===== src/rtl/core/i2cram_pkg.sv =====
// ----------------------------------------------------------------------------
// i2cram_pkg
// shared types and constants for the i2c register access master
// ----------------------------------------------------------------------------
package i2cram_pkg;

  localparam int unsigned DEV_ADDR_W = 7;
  localparam int unsigned BYTE_W     = 8;
  localparam int unsigned ACTION_W   = 2;
  localparam int unsigned PADDR_W    = 3;
  localparam int unsigned PDATA_W    = 32;

  localparam logic [DEV_ADDR_W-1:0] DEV_ADDR_RST = 7'd104;

  // action codes
  localparam logic [ACTION_W-1:0] ACT_TICK  = 2'd0;
  localparam logic [ACTION_W-1:0] ACT_WRITE = 2'd1;
  localparam logic [ACTION_W-1:0] ACT_READ  = 2'd2;

  // register index, taken from paddr above the byte offset
  localparam logic REG_DEV_ADDR = 1'b0;

  typedef struct packed {
    logic [ACTION_W-1:0] action;
    logic [BYTE_W-1:0]   reg_address;
    logic [BYTE_W-1:0]   write_data;
    logic                sda_in;
  } in_word_t;

  typedef struct packed {
    logic              scl;
    logic              sda_out;
    logic              busy_res;
    logic              done_res;
    logic [BYTE_W-1:0] read_data;
    logic              ack_ok;
  } out_word_t;

endpackage


===== src/rtl/core/i2cram_cfg.sv =====
// ----------------------------------------------------------------------------
// i2cram_cfg
// apb register file holding the target device address
// ----------------------------------------------------------------------------
module i2cram_cfg (
  input  logic                                clk,
  input  logic                                rst_n,
  input  logic                                psel,
  input  logic                                penable,
  input  logic                                pwrite,
  input  logic [i2cram_pkg::PADDR_W-1:0]      paddr,
  input  logic [i2cram_pkg::PDATA_W-1:0]      pwdata,
  output logic [i2cram_pkg::PDATA_W-1:0]      prdata,
  output logic                                pready,
  output logic [i2cram_pkg::DEV_ADDR_W-1:0]   dev_addr
);

  logic [i2cram_pkg::DEV_ADDR_W-1:0] dev_addr_r;
  logic [i2cram_pkg::DEV_ADDR_W-1:0] dev_addr_nxt;
  logic                              wr_en;
  logic                              sel_dev;

  assign pready  = 1'b1;
  assign sel_dev = (paddr[i2cram_pkg::PADDR_W-1] == i2cram_pkg::REG_DEV_ADDR);
  assign wr_en   = psel && penable && pwrite && sel_dev;

  always_comb begin
    dev_addr_nxt = dev_addr_r;
    if (wr_en) begin
      dev_addr_nxt = pwdata[i2cram_pkg::DEV_ADDR_W-1:0];
    end
  end

  always_ff @(posedge clk) begin
    if (!rst_n) begin
      dev_addr_r <= i2cram_pkg::DEV_ADDR_RST;
    end else begin
      dev_addr_r <= dev_addr_nxt;
    end
  end

  always_comb begin
    prdata = '0;
    if (sel_dev) begin
      prdata[i2cram_pkg::DEV_ADDR_W-1:0] = dev_addr_r;
    end
  end

  assign dev_addr = dev_addr_r;

endmodule


===== src/rtl/core/i2cram_seq.sv =====
// ----------------------------------------------------------------------------
// i2cram_seq
// bus sequencer: one step of the transaction per accepted tick word
// ----------------------------------------------------------------------------
module i2cram_seq (
  input  logic                              clk,
  input  logic                              rst_n,
  input  logic                              step_en,
  input  i2cram_pkg::in_word_t              in_word,
  input  logic [i2cram_pkg::DEV_ADDR_W-1:0] dev_addr,
  output i2cram_pkg::out_word_t             res
);

  localparam int unsigned STEP_W = 5;

  localparam logic [STEP_W-1:0] ST_IDLE        = 5'd0;
  localparam logic [STEP_W-1:0] ST_START_SDA   = 5'd1;
  localparam logic [STEP_W-1:0] ST_START_SCL   = 5'd2;
  localparam logic [STEP_W-1:0] ST_BIT_SET     = 5'd3;
  localparam logic [STEP_W-1:0] ST_BIT_HIGH    = 5'd4;
  localparam logic [STEP_W-1:0] ST_BIT_LOW     = 5'd5;
  localparam logic [STEP_W-1:0] ST_ACK_REL     = 5'd6;
  localparam logic [STEP_W-1:0] ST_ACK_HIGH    = 5'd7;
  localparam logic [STEP_W-1:0] ST_ACK_LOW     = 5'd8;
  localparam logic [STEP_W-1:0] ST_RS_SDA_HI   = 5'd9;
  localparam logic [STEP_W-1:0] ST_RS_SCL_HI   = 5'd10;
  localparam logic [STEP_W-1:0] ST_RS_SDA_LO   = 5'd11;
  localparam logic [STEP_W-1:0] ST_RS_SCL_LO   = 5'd12;
  localparam logic [STEP_W-1:0] ST_RD_REL      = 5'd13;
  localparam logic [STEP_W-1:0] ST_RD_HIGH     = 5'd14;
  localparam logic [STEP_W-1:0] ST_RD_LOW      = 5'd15;
  localparam logic [STEP_W-1:0] ST_NACK_HIGH   = 5'd16;
  localparam logic [STEP_W-1:0] ST_NACK_LOW    = 5'd17;
  localparam logic [STEP_W-1:0] ST_STOP_SDA_LO = 5'd18;
  localparam logic [STEP_W-1:0] ST_STOP_SCL_HI = 5'd19;
  localparam logic [STEP_W-1:0] ST_STOP_SDA_HI = 5'd20;

  // which sent byte is on the bus
  localparam logic [1:0] BYTE_ADDR_W = 2'd0;
  localparam logic [1:0] BYTE_REG    = 2'd1;
  localparam logic [1:0] BYTE_DATA   = 2'd2;
  localparam logic [1:0] BYTE_ADDR_R = 2'd3;

  localparam logic [3:0] BITS_PER_BYTE = 4'd8;

  localparam int unsigned BW = i2cram_pkg::BYTE_W;

  logic [STEP_W-1:0] step_r,      step_nxt;
  logic [3:0]        bit_idx_r,   bit_idx_nxt;
  logic [BW-1:0]     shift_r,     shift_nxt;
  logic [BW-1:0]     rx_byte_r,   rx_byte_nxt;
  logic              all_acked_r, all_acked_nxt;
  logic              is_read_r,   is_read_nxt;
  logic [BW-1:0]     hold_reg_r,  hold_reg_nxt;
  logic [BW-1:0]     hold_data_r, hold_data_nxt;
  logic              scl_r,       scl_nxt;
  logic              sda_r,       sda_nxt;
  logic [1:0]        byte_cnt_r,  byte_cnt_nxt;
  logic              busy;
  logic              done;
  logic [BW-1:0]     addr_w_byte;
  logic [BW-1:0]     addr_r_byte;
  logic [3:0]        bit_idx_inc;

  assign addr_w_byte = {dev_addr, 1'b0};
  assign addr_r_byte = {dev_addr, 1'b1};
  assign bit_idx_inc = bit_idx_r + 4'd1;

  always_comb begin
    step_nxt      = step_r;
    bit_idx_nxt   = bit_idx_r;
    shift_nxt     = shift_r;
    rx_byte_nxt   = rx_byte_r;
    all_acked_nxt = all_acked_r;
    is_read_nxt   = is_read_r;
    hold_reg_nxt  = hold_reg_r;
    hold_data_nxt = hold_data_r;
    scl_nxt       = scl_r;
    sda_nxt       = sda_r;
    byte_cnt_nxt  = byte_cnt_r;
    busy          = 1'b1;
    done          = 1'b0;

    unique case (step_r)
      ST_IDLE: begin
        if (in_word.action == i2cram_pkg::ACT_WRITE ||
            in_word.action == i2cram_pkg::ACT_READ) begin
          is_read_nxt   = (in_word.action == i2cram_pkg::ACT_READ);
          hold_reg_nxt  = in_word.reg_address;
          hold_data_nxt = in_word.write_data;
          all_acked_nxt = 1'b1;
          sda_nxt       = 1'b0;
          step_nxt      = ST_START_SDA;
        end else begin
          busy = 1'b0;
        end
      end
      ST_START_SDA: begin
        scl_nxt  = 1'b0;
        step_nxt = ST_START_SCL;
      end
      ST_START_SCL: begin
        // first address bit goes out right away
        shift_nxt    = addr_w_byte;
        byte_cnt_nxt = BYTE_ADDR_W;
        bit_idx_nxt  = '0;
        sda_nxt      = addr_w_byte[BW-1];
        step_nxt     = ST_BIT_HIGH;
      end
      ST_BIT_SET: begin
        sda_nxt  = shift_r[BW-1];
        step_nxt = ST_BIT_HIGH;
      end
      ST_BIT_HIGH: begin
        scl_nxt  = 1'b1;
        step_nxt = ST_BIT_LOW;
      end
      ST_BIT_LOW: begin
        scl_nxt     = 1'b0;
        shift_nxt   = {shift_r[BW-2:0], 1'b0};
        bit_idx_nxt = bit_idx_inc;
        step_nxt    = (bit_idx_inc >= BITS_PER_BYTE) ? ST_ACK_REL : ST_BIT_SET;
      end
      ST_ACK_REL: begin
        sda_nxt  = 1'b1;
        step_nxt = ST_ACK_HIGH;
      end
      ST_ACK_HIGH: begin
        scl_nxt = 1'b1;
        if (in_word.sda_in) begin
          all_acked_nxt = 1'b0;
        end
        step_nxt = ST_ACK_LOW;
      end
      ST_ACK_LOW: begin
        scl_nxt = 1'b0;
        priority if (byte_cnt_r == BYTE_ADDR_W) begin
          shift_nxt    = hold_reg_r;
          byte_cnt_nxt = BYTE_REG;
          bit_idx_nxt  = '0;
          step_nxt     = ST_BIT_SET;
        end else if (byte_cnt_r == BYTE_REG && !is_read_r) begin
          shift_nxt    = hold_data_r;
          byte_cnt_nxt = BYTE_DATA;
          bit_idx_nxt  = '0;
          step_nxt     = ST_BIT_SET;
        end else if (byte_cnt_r == BYTE_REG) begin
          step_nxt = ST_RS_SDA_HI;
        end else if (byte_cnt_r == BYTE_ADDR_R) begin
          bit_idx_nxt = '0;
          shift_nxt   = '0;
          step_nxt    = ST_RD_REL;
        end else begin
          step_nxt = ST_STOP_SDA_LO;
        end
      end
      ST_RS_SDA_HI: begin
        sda_nxt  = 1'b1;
        step_nxt = ST_RS_SCL_HI;
      end
      ST_RS_SCL_HI: begin
        scl_nxt  = 1'b1;
        step_nxt = ST_RS_SDA_LO;
      end
      ST_RS_SDA_LO: begin
        sda_nxt  = 1'b0;
        step_nxt = ST_RS_SCL_LO;
      end
      ST_RS_SCL_LO: begin
        scl_nxt      = 1'b0;
        shift_nxt    = addr_r_byte;
        byte_cnt_nxt = BYTE_ADDR_R;
        bit_idx_nxt  = '0;
        step_nxt     = ST_BIT_SET;
      end
      ST_RD_REL: begin
        sda_nxt  = 1'b1;
        step_nxt = ST_RD_HIGH;
      end
      ST_RD_HIGH: begin
        scl_nxt   = 1'b1;
        shift_nxt = {shift_r[BW-2:0], in_word.sda_in};
        step_nxt  = ST_RD_LOW;
      end
      ST_RD_LOW: begin
        scl_nxt     = 1'b0;
        bit_idx_nxt = bit_idx_inc;
        step_nxt    = (bit_idx_inc >= BITS_PER_BYTE) ? ST_NACK_HIGH : ST_RD_HIGH;
      end
      ST_NACK_HIGH: begin
        sda_nxt  = 1'b1;
        scl_nxt  = 1'b1;
        step_nxt = ST_NACK_LOW;
      end
      ST_NACK_LOW: begin
        scl_nxt  = 1'b0;
        step_nxt = ST_STOP_SDA_LO;
      end
      ST_STOP_SDA_LO: begin
        sda_nxt  = 1'b0;
        step_nxt = ST_STOP_SCL_HI;
      end
      ST_STOP_SCL_HI: begin
        scl_nxt  = 1'b1;
        step_nxt = ST_STOP_SDA_HI;
      end
      ST_STOP_SDA_HI: begin
        sda_nxt = 1'b1;
        done    = 1'b1;
        if (is_read_r) begin
          rx_byte_nxt = shift_r;
        end
        step_nxt = ST_IDLE;
      end
      default: begin
        // unused step codes fall back to idle with the bus released
        scl_nxt  = 1'b1;
        sda_nxt  = 1'b1;
        busy     = 1'b0;
        step_nxt = ST_IDLE;
      end
    endcase
  end

  always_ff @(posedge clk) begin
    if (!rst_n) begin
      step_r      <= ST_IDLE;
      bit_idx_r   <= '0;
      shift_r     <= '0;
      rx_byte_r   <= '0;
      all_acked_r <= 1'b1;
      is_read_r   <= 1'b0;
      hold_reg_r  <= '0;
      hold_data_r <= '0;
      scl_r       <= 1'b1;
      sda_r       <= 1'b1;
      byte_cnt_r  <= BYTE_ADDR_W;
    end else if (step_en) begin
      step_r      <= step_nxt;
      bit_idx_r   <= bit_idx_nxt;
      shift_r     <= shift_nxt;
      rx_byte_r   <= rx_byte_nxt;
      all_acked_r <= all_acked_nxt;
      is_read_r   <= is_read_nxt;
      hold_reg_r  <= hold_reg_nxt;
      hold_data_r <= hold_data_nxt;
      scl_r       <= scl_nxt;
      sda_r       <= sda_nxt;
      byte_cnt_r  <= byte_cnt_nxt;
    end
  end

  always_comb begin
    res.scl       = scl_nxt;
    res.sda_out   = sda_nxt;
    res.busy_res  = busy;
    res.done_res  = done;
    res.read_data = rx_byte_nxt;
    res.ack_ok    = all_acked_nxt;
  end

endmodule


===== src/rtl/core/i2cram_out.sv =====
// ----------------------------------------------------------------------------
// i2cram_out
// result register with valid/stall handshake toward the consumer
// ----------------------------------------------------------------------------
module i2cram_out (
  input  logic                  clk,
  input  logic                  rst_n,
  input  logic                  in_valid,
  output logic                  in_stall,
  input  i2cram_pkg::out_word_t res,
  output logic                  out_valid,
  input  logic                  out_stall,
  output i2cram_pkg::out_word_t out_data,
  output logic                  step_en
);

  logic                  valid_r;
  logic                  valid_nxt;
  i2cram_pkg::out_word_t data_r;

  // a new word may enter when the held one is gone or leaves this cycle
  assign in_stall  = valid_r && out_stall;
  assign step_en   = in_valid && !in_stall;
  assign valid_nxt = step_en || (valid_r && out_stall);

  always_ff @(posedge clk) begin
    if (!rst_n) begin
      valid_r <= 1'b0;
    end else begin
      valid_r <= valid_nxt;
    end
  end

  always_ff @(posedge clk) begin
    if (step_en) begin
      data_r <= res;
    end
  end

  assign out_valid = valid_r;
  assign out_data  = data_r;

endmodule


===== src/rtl/core/i2c_register_access_master.sv =====
// ----------------------------------------------------------------------------
// i2c_register_access_master
// i2c master for a single device-register write or read, one tick per word
// ----------------------------------------------------------------------------
// output: a tick's result word is registered and valid the cycle after acceptance
// throughput: one tick word per cycle unless a held result is stalled, set by the
// single-step sequencer and the result register, which stalls new ticks meanwhile
// reset (rst_n low, synchronous): sequencer idle, bus released, device address 104,
// result register empty
module i2c_register_access_master (
  input  logic                              clk,
  input  logic                              rst_n,
  input  logic                              in_valid,
  output logic                              in_stall,
  input  i2cram_pkg::in_word_t              in_data,
  output logic                              out_valid,
  input  logic                              out_stall,
  output i2cram_pkg::out_word_t             out_data,
  input  logic                              psel,
  input  logic                              penable,
  input  logic                              pwrite,
  input  logic [i2cram_pkg::PADDR_W-1:0]    paddr,
  input  logic [i2cram_pkg::PDATA_W-1:0]    pwdata,
  output logic [i2cram_pkg::PDATA_W-1:0]    prdata,
  output logic                              pready
);

  logic [i2cram_pkg::DEV_ADDR_W-1:0] dev_addr;
  logic                              step_en;
  i2cram_pkg::out_word_t             res;

  i2cram_cfg u_cfg (
    .clk      (clk),
    .rst_n    (rst_n),
    .psel     (psel),
    .penable  (penable),
    .pwrite   (pwrite),
    .paddr    (paddr),
    .pwdata   (pwdata),
    .prdata   (prdata),
    .pready   (pready),
    .dev_addr (dev_addr)
  );

  i2cram_seq u_seq (
    .clk      (clk),
    .rst_n    (rst_n),
    .step_en  (step_en),
    .in_word  (in_data),
    .dev_addr (dev_addr),
    .res      (res)
  );

  i2cram_out u_out (
    .clk       (clk),
    .rst_n     (rst_n),
    .in_valid  (in_valid),
    .in_stall  (in_stall),
    .res       (res),
    .out_valid (out_valid),
    .out_stall (out_stall),
    .out_data  (out_data),
    .step_en   (step_en)
  );

endmodule

===== config.mk =====
export PLATFORM = sky130hd
export DESIGN_NAME = i2c_register_access_master
export DESIGN_NICKNAME = d
export VERILOG_FILES = /design/src/rtl/core/i2cram_pkg.sv /design/src/rtl/core/i2cram_cfg.sv /design/src/rtl/core/i2cram_seq.sv /design/src/rtl/core/i2cram_out.sv /design/src/rtl/core/i2c_register_access_master.sv
export SDC_FILE = /design/constraint.sdc
export NUM_CORES = 1
export LEC_CHECK = 0
export BUFFER_PORTS_ARGS = -buffer_cell sky130_fd_sc_hd__buf_2
export CAP_MARGIN = 40
export CORE_ASPECT_RATIO = 0.7
export CORE_MARGIN = 10
export CORE_UTILIZATION = 53
export CTS_CLUSTER_DIAMETER = 150
export DETAILED_ROUTE_END_ITERATION = 8
export PLACE_DENSITY = 0.82
export SETUP_SLACK_MARGIN = 0.3
export SYNTH_ARGS = -nofsm -noshare
export SYNTH_HDL_FRONTEND = slang
export SYNTH_HIERARCHICAL = 1
export SYNTH_SLANG_ARGS = --single-unit

===== constraint.sdc =====
create_clock -name clk -period 3.2 [get_ports clk]
set_input_delay 0.16 -clock clk [delete_from_list [all_inputs] [get_ports clk]]
set_output_delay 0.16 -clock clk [all_outputs]
set_load 0.1 [all_outputs]

==> results.cfg, run 1 <==
[drt]
num_vias = 3384
wire_per_inst_um = 16.8
met2WireLength_um = 4250
postRouteAntennaNets = 0
dr.first_iter.drc_count = 368
drt-met1-wl_um = 4170
drc = 0
viasPerCell = 5.85
wirelength_um = 9740
firstDrtPassIters = 5
wl_met3_um = 1190
dr.max_layer_used = met4

[hold_path]
hold_depth = 2
hold_path.startpoint = in_valid
hold_path_class = primary input to register
hold_end = u_out/out_valid

[sta]
final_max_slew_viol_count = 0
rsz0062_at_grt = false
slew_headroom_pct = 45.7
max_clock_freq_mhz = 417
min_period_ns = 2.40
tightest_slew_ns = 0.813
skew_ns = 0.00752
final.setup.tns_ns = 0
fin_ws_ns = 0.805
setup_viol = 0
period_share_pct = 74.9
hold_viol = 0

[power]
power_leakage_nw = 1.85
pwr-share-seq_pct = 43.1
internal_power_w = 0.00144
ir_worst_vdd_mv = 0.342
power.density_mw_per_mm2 = 491
combPwrFrac_pct = 20.3
p_clk_share_pct = 36.5
p_switching_w = 0.000701
swShare_pct = 32.8

[floorplanning]
row_count = 26
initial_utilization_pct = 54.4
die_y_um = 92.3
ios = 109
dieArea_mm2 = 0.0114
die_w_um = 123
coreArea_mm2 = 0.00729

[clock_tree]
cts.hold.buffers_added = 0
clock_path_buffers = 2
cts_post_setup_buffers_inserted = 0
cts_root_buffer = clkbuf_8
cts_buffers = 9
cts.clk_slew.worst_paths_ns = 0.08
cts_num_sinks = 68
clkLatencyLatePin_ns = 0.35
cts-resized-gates = 0
htree_levels = 3
cts_tree = built

[worst_setup_path]
cp-end-kind = register
slowest_stage = dfxtp_1
crit_type = register to register
critPathTopFamily = compound AO/OA/AOI/OAI gates
path_cells = nand2b_1, a2111oi_0, o21ai_0, mux2i_1
critical-path-max-stage-delay_ns = 0.85
path_buf_inv = 0
crit_path_max_fanout = 25
crit_path_start = u_seq/step_r[3]
worstPathArrival_ns = 2.67
cp_data_required_time_ns = 3.48
rr_startpoint = u_seq/step_r[3]
start_kind = register
rr_worst_depth = 4
r2r_end = u_seq/shift_r[0]
reg2reg_slack_ns = 0.80

[synthesis]
synthArstFlopShare_pct = 0
synth_cell_types = 69
syn_inst = 437
yosysMostFrequentCell = dfxtp_1
ys_seq_area_share_pct = 37.7
yosysWarningCount = 6
syn_area_mm2 = 0.00396
yosys.area.top_type = dfxtp_1
synthDominantCellAreaShare_pct = 27.8
ys.flop_type = dfxtp_1
avgSynthCellArea_um2 = 9.06
synth-seq-cells = 68
synth_commonest_cells = dfxtp_1, nor2_1, mux2i_1
synth_edf_count = 13
synth_area_leaders = dfxtp_1, edfxtp_1, mux2i_1

[place]
dp_hpwl_um = 7010
place.gp.congestion = 0.986
dp_slack_ns = 0.951
io_buffers = 55

[finish]
antennaDiodeCount = 0
multi_input_area_mm2 = 0.00206
area_delta_synth_final_pct = 9.85
drive_above_1_share_pct = 23.3
seq_area_mm2 = 0.00149
nFillCells = 659
final_nets = 538
fin_util_pct = 59.7

[job]
max_cap_viol_count = 0

[grt]
grt_max_degree = 35
gr-total-overflow = 0
grt_pass1_wl_um = 15300
antenna_found_initial = 0
grt_pass1_vias = 3064
grt_use_total_pct = 16.4

[run_status]
status = completed
==> power by group through the flow <==
stage	Clock, W	Sequential (W)	Combinational, W
finish	0.000781	0.000922	0.000435
global route	0.000836	0.000927	0.000454
CTS	0.000795	0.000923	0.000432
detailed placement	0	0.000942	0.000430
global placement	0	0.000940	0.000425
floorplan	0	0.00101	0.000332
==> routing by layer <==
layer  vias to the layer above  track usage [%]
li1                       1611                -
met1                      1564             22.6
met2                       190             23.5
met3                        19             5.76
met4                         0             4.64
met5                         -                0
==> kinds of logic after synthesis <==
family	Yosys count	synth area share, %
fa+ha+maj	2	0.632
flops	68	37.7
xor+xnor	3	0.663
simple gates	141	19.6
other cells	2	0.190
compound gates	92	17.6
buf+inv	87	12.8
mux	42	10.9
==> stage by stage <==
stage	hold slack [ns]	total power [W]	instances	cell area, um^2
6_report	0.0377	0.00214	578	4350
5_1_grt	0.0224	0.00222	578	4350
4_1_cts	0.0285	0.00215	578	4350
3_5_place_dp	0.397	0.00137	562	4130
3_3_place_gp	0.385	0.00137	562	4130
2_1_floorplan	0.278	0.00134	461	4060
==> how the worst max path moves through the flow <==
stage	to	depth (start not counted)	slack, ns
after floorplan	u_seq/rx_byte_r[3]	8	0.35
after global placement	u_seq/shift_r[5]	4	1.05
after detailed placement	u_seq/shift_r[4]	4	0.95
after CTS	u_seq/shift_r[6]	4	0.92
after global routing	u_seq/shift_r[0]	4	0.65
final	u_seq/shift_r[0]	4	0.80
==> registers in the layout (all words and copies together) (netlist names), 2 cells and up <==
signal             cells
u_seq/byte_cnt_r       2
u_seq/shift_r          8
u_seq/bit_idx_r        4
u_out/out_data        13
u_seq/step_r           5
u_seq/hold_reg_r       8
u_seq/rx_byte_r        8
u_cfg/dev_addr         7
u_seq/hold_data_r      8
==> cell usage in the layout (no fill, tap or decap), drive strengths merged, types with 5 or more instances in the layout <==
master	n
o32ai	8
o211ai	5
buf	68
nor3	8
nand2b	11
a222oi	7
nand2	29
mux2	9
nor2b	12
clkbuf	9
conb	26
o21ai	13
dfxtp	55
o22ai	10
inv	23
or3	5
and2b	7
edfxtp	13
nor2	39
a21oi	9
mux2i	33
==> final cells by class <==
class | instances | share of cell area [%]
clock inverters | 7 | 2.24
multi-input cells | 306 | 47.4
flip-flops and latches | 68 | 34.3
well taps | 98 | 2.82
clock buffers | 9 | 2.85
repair buffers | 68 | 8.57
inverters | 22 | 1.90
Power figures use the tool's default switching activity.
==> inputs of run 2 (changes only) <==
==> constraint.sdc (replaced) <==
create_clock -name clk -period 2.45 [get_ports clk]
set_input_delay 0.1225 -clock clk [delete_from_list [all_inputs] [get_ports clk]]
set_output_delay 0.1225 -clock clk [all_outputs]
set_load 0.1 [all_outputs]
==> results.cfg, run 2 (same netlist as run 1, synthesis figures left out) <==
[run_status]
status = completed

[floorplanning]
row_count = 26
initial_utilization_pct = 54.4
coreArea_mm2 = 0.00729
die_y_um = 92.3
dieArea_mm2 = 0.0114
die_w_um = 123
ios = 109

[clock_tree]
clkLatencyLatePin_ns = 0.36
cts_tree = built
cts_root_buffer = clkbuf_8
cts_num_sinks = 68
cts.clk_slew.worst_paths_ns = 0.08
cts_buffers = 9
htree_levels = 3
clock_path_buffers = 2

[place]
dp_slack_ns = 0.368
place.gp.congestion = 0.986
dp_hpwl_um = 7520
io_buffers = 55

[grt]
grt_pass1_wl_um = 17000
antenna_found_initial = 0
grt_max_degree = 33
gr-total-overflow = 0
grt_use_total_pct = 18.3
grt_pass1_vias = 3367

[drt]
viasPerCell = 5.90
dr.first_iter.drc_count = 445
drc = 0
firstDrtPassIters = 6
postRouteAntennaNets = 0
wl_met3_um = 1240
wire_per_inst_um = 17.7
met2WireLength_um = 4730
wirelength_um = 10400
dr.max_layer_used = met4
num_vias = 3485
drt-met1-wl_um = 4350

[worst_setup_path]
slowest_stage = a2111oi_0
start_kind = register
rr_startpoint = u_seq/step_r[0]
critical-path-max-stage-delay_ns = 0.59
path_cells = buf_4, or3_4, a2111oi_0, o21ai_0, mux2i_1
crit_path_max_fanout = 12
cp_data_required_time_ns = 2.74
crit_type = register to register
reg2reg_slack_ns = 0.40
worstPathArrival_ns = 2.34
crit_path_start = u_seq/step_r[0]
crit_cells = 5
r2r_end = u_seq/shift_r[0]
path_buf_inv = 1
rr_worst_depth = 5
critPathTopFamily = compound AO/OA/AOI/OAI gates
crit_path_end = u_seq/shift_r[0]
cp-end-kind = register

[power]
p_clk_share_pct = 36.7
swShare_pct = 33.4
internal_power_w = 0.00189
power_leakage_nw = 1.92
combPwrFrac_pct = 20.9
pwr-share-seq_pct = 42.4
power.density_mw_per_mm2 = 632
ir_worst_vdd_mv = 0.393
p_switching_w = 0.000948

[finish]
nFillCells = 627
largest_reg_flops = 13
final_cell_mix = buf_2, dfxtp_1, nor2_1
antennaDiodeCount = 0
area_delta_synth_final_pct = 13.5
final_common_cell = buf_2
final_nets = 551
drive_above_1_share_pct = 26.0

[sta]
final_max_slew_viol_count = 0
min_period_ns = 2.05
rsz0062_at_grt = false
setup_viol = 0
final.setup.tns_ns = 0
fin_ws_ns = 0.399
period_share_pct = 83.7
skew_ns = 0.00951
max_clock_freq_mhz = 488
tightest_slew_ns = 0.716
slew_headroom_pct = 51.0
hold_viol = 0

[job]
max_cap_viol_count = 0

[hold_path]
hold_path_class = primary input to register
[run 2: cell count changes in the layout (fill, tap and decap cells not counted), sizes merged]
cell	change
buf	+7
clkinv	+2
clkinvlp	-1
dlygate4sd3	+6
inv	-1
[run 2: how the worst min path moves through the flow]
stage                     depth (start not counted)  slack (ns)         from                    to
after floorplan                                   1        0.24        rst_n       u_out/out_valid
after global placement                            2        0.35     in_valid       u_out/out_valid
after detailed placement                          3        0.36   in_data[6]  u_seq/hold_data_r[5]
after CTS                                         3       0.004  in_data[10]   u_seq/hold_reg_r[1]
after global routing                              2       0.007     in_valid       u_out/out_valid
final                                             3       0.004  in_data[10]   u_seq/hold_reg_r[1]
[run 2: per-layer routing]
layer | global-route usage (%) | vias to the layer above
met5 | 0 | -
met4 | 5.51 | 0
met3 | 6.19 | 22
met2 | 27.9 | 211
met1 | 23.9 | 1624
li1 | - | 1628
[run 2: final cells by class]
type / count / area (um^2) / share of cell area [%]
multi-input combinational: 306 / 2080 / 46.2
sequential: 68 / 1500 / 33.4
timing repair buffer: 81 / 485 / 10.8
clock buffer: 9 / 124 / 2.76
tap: 98 / 123 / 2.73
clock inverter: 7 / 98.8 / 2.20
inverter: 22 / 87.6 / 1.95
[run 2: per-stage QoR]
| step | cell area (um^2) | total power (W) | instances | utilization (%) | hold WS, ns |
|---|---|---|---|---|---|
| detailed placement | 4200 | 0.00181 | 569 | 57.6 | 0.360 |
| finish | 4500 | 0.00284 | 591 | 61.7 | 0.00391 |
| floorplan | 4090 | 0.00176 | 461 | - | 0.240 |
| global placement | 4200 | 0.00180 | 569 | 57.6 | 0.347 |
| CTS | 4480 | 0.00284 | 591 | 61.5 | 0.00393 |
| global route | 4500 | 0.00295 | 591 | 61.7 | 0.00689 |
[run 2: what timing repair did]
item                                    in CTS  in global routing
hold endpoints to repair                     6                  0
buffers inserted                             0                  0
hold buffers                                 6                  0
endpoints found under the setup margin       0                 21
resized for setup                            0                  6
[run 2: power by group through the flow]
| stage | clock network [W] | logic, W | registers (W) |
|---|---|---|---|
| after CTS | 0.00106 | 0.000585 | 0.00120 |
| after floorplan | 0 | 0.000438 | 0.00132 |
| after detailed placement | 0 | 0.000576 | 0.00123 |
| after global placement | 0 | 0.000569 | 0.00123 |
| after global routing | 0.00112 | 0.000620 | 0.00121 |
| final | 0.00104 | 0.000592 | 0.00121 |
[run 2: worst reg2reg max path: stages (launching register included)]
cell and delay, ns:
dfxtp_2 0.38, buf_4 0.19, or3_4 0.46, a2111oi_0 0.59, o21ai_0 0.21, mux2i_1 0.15
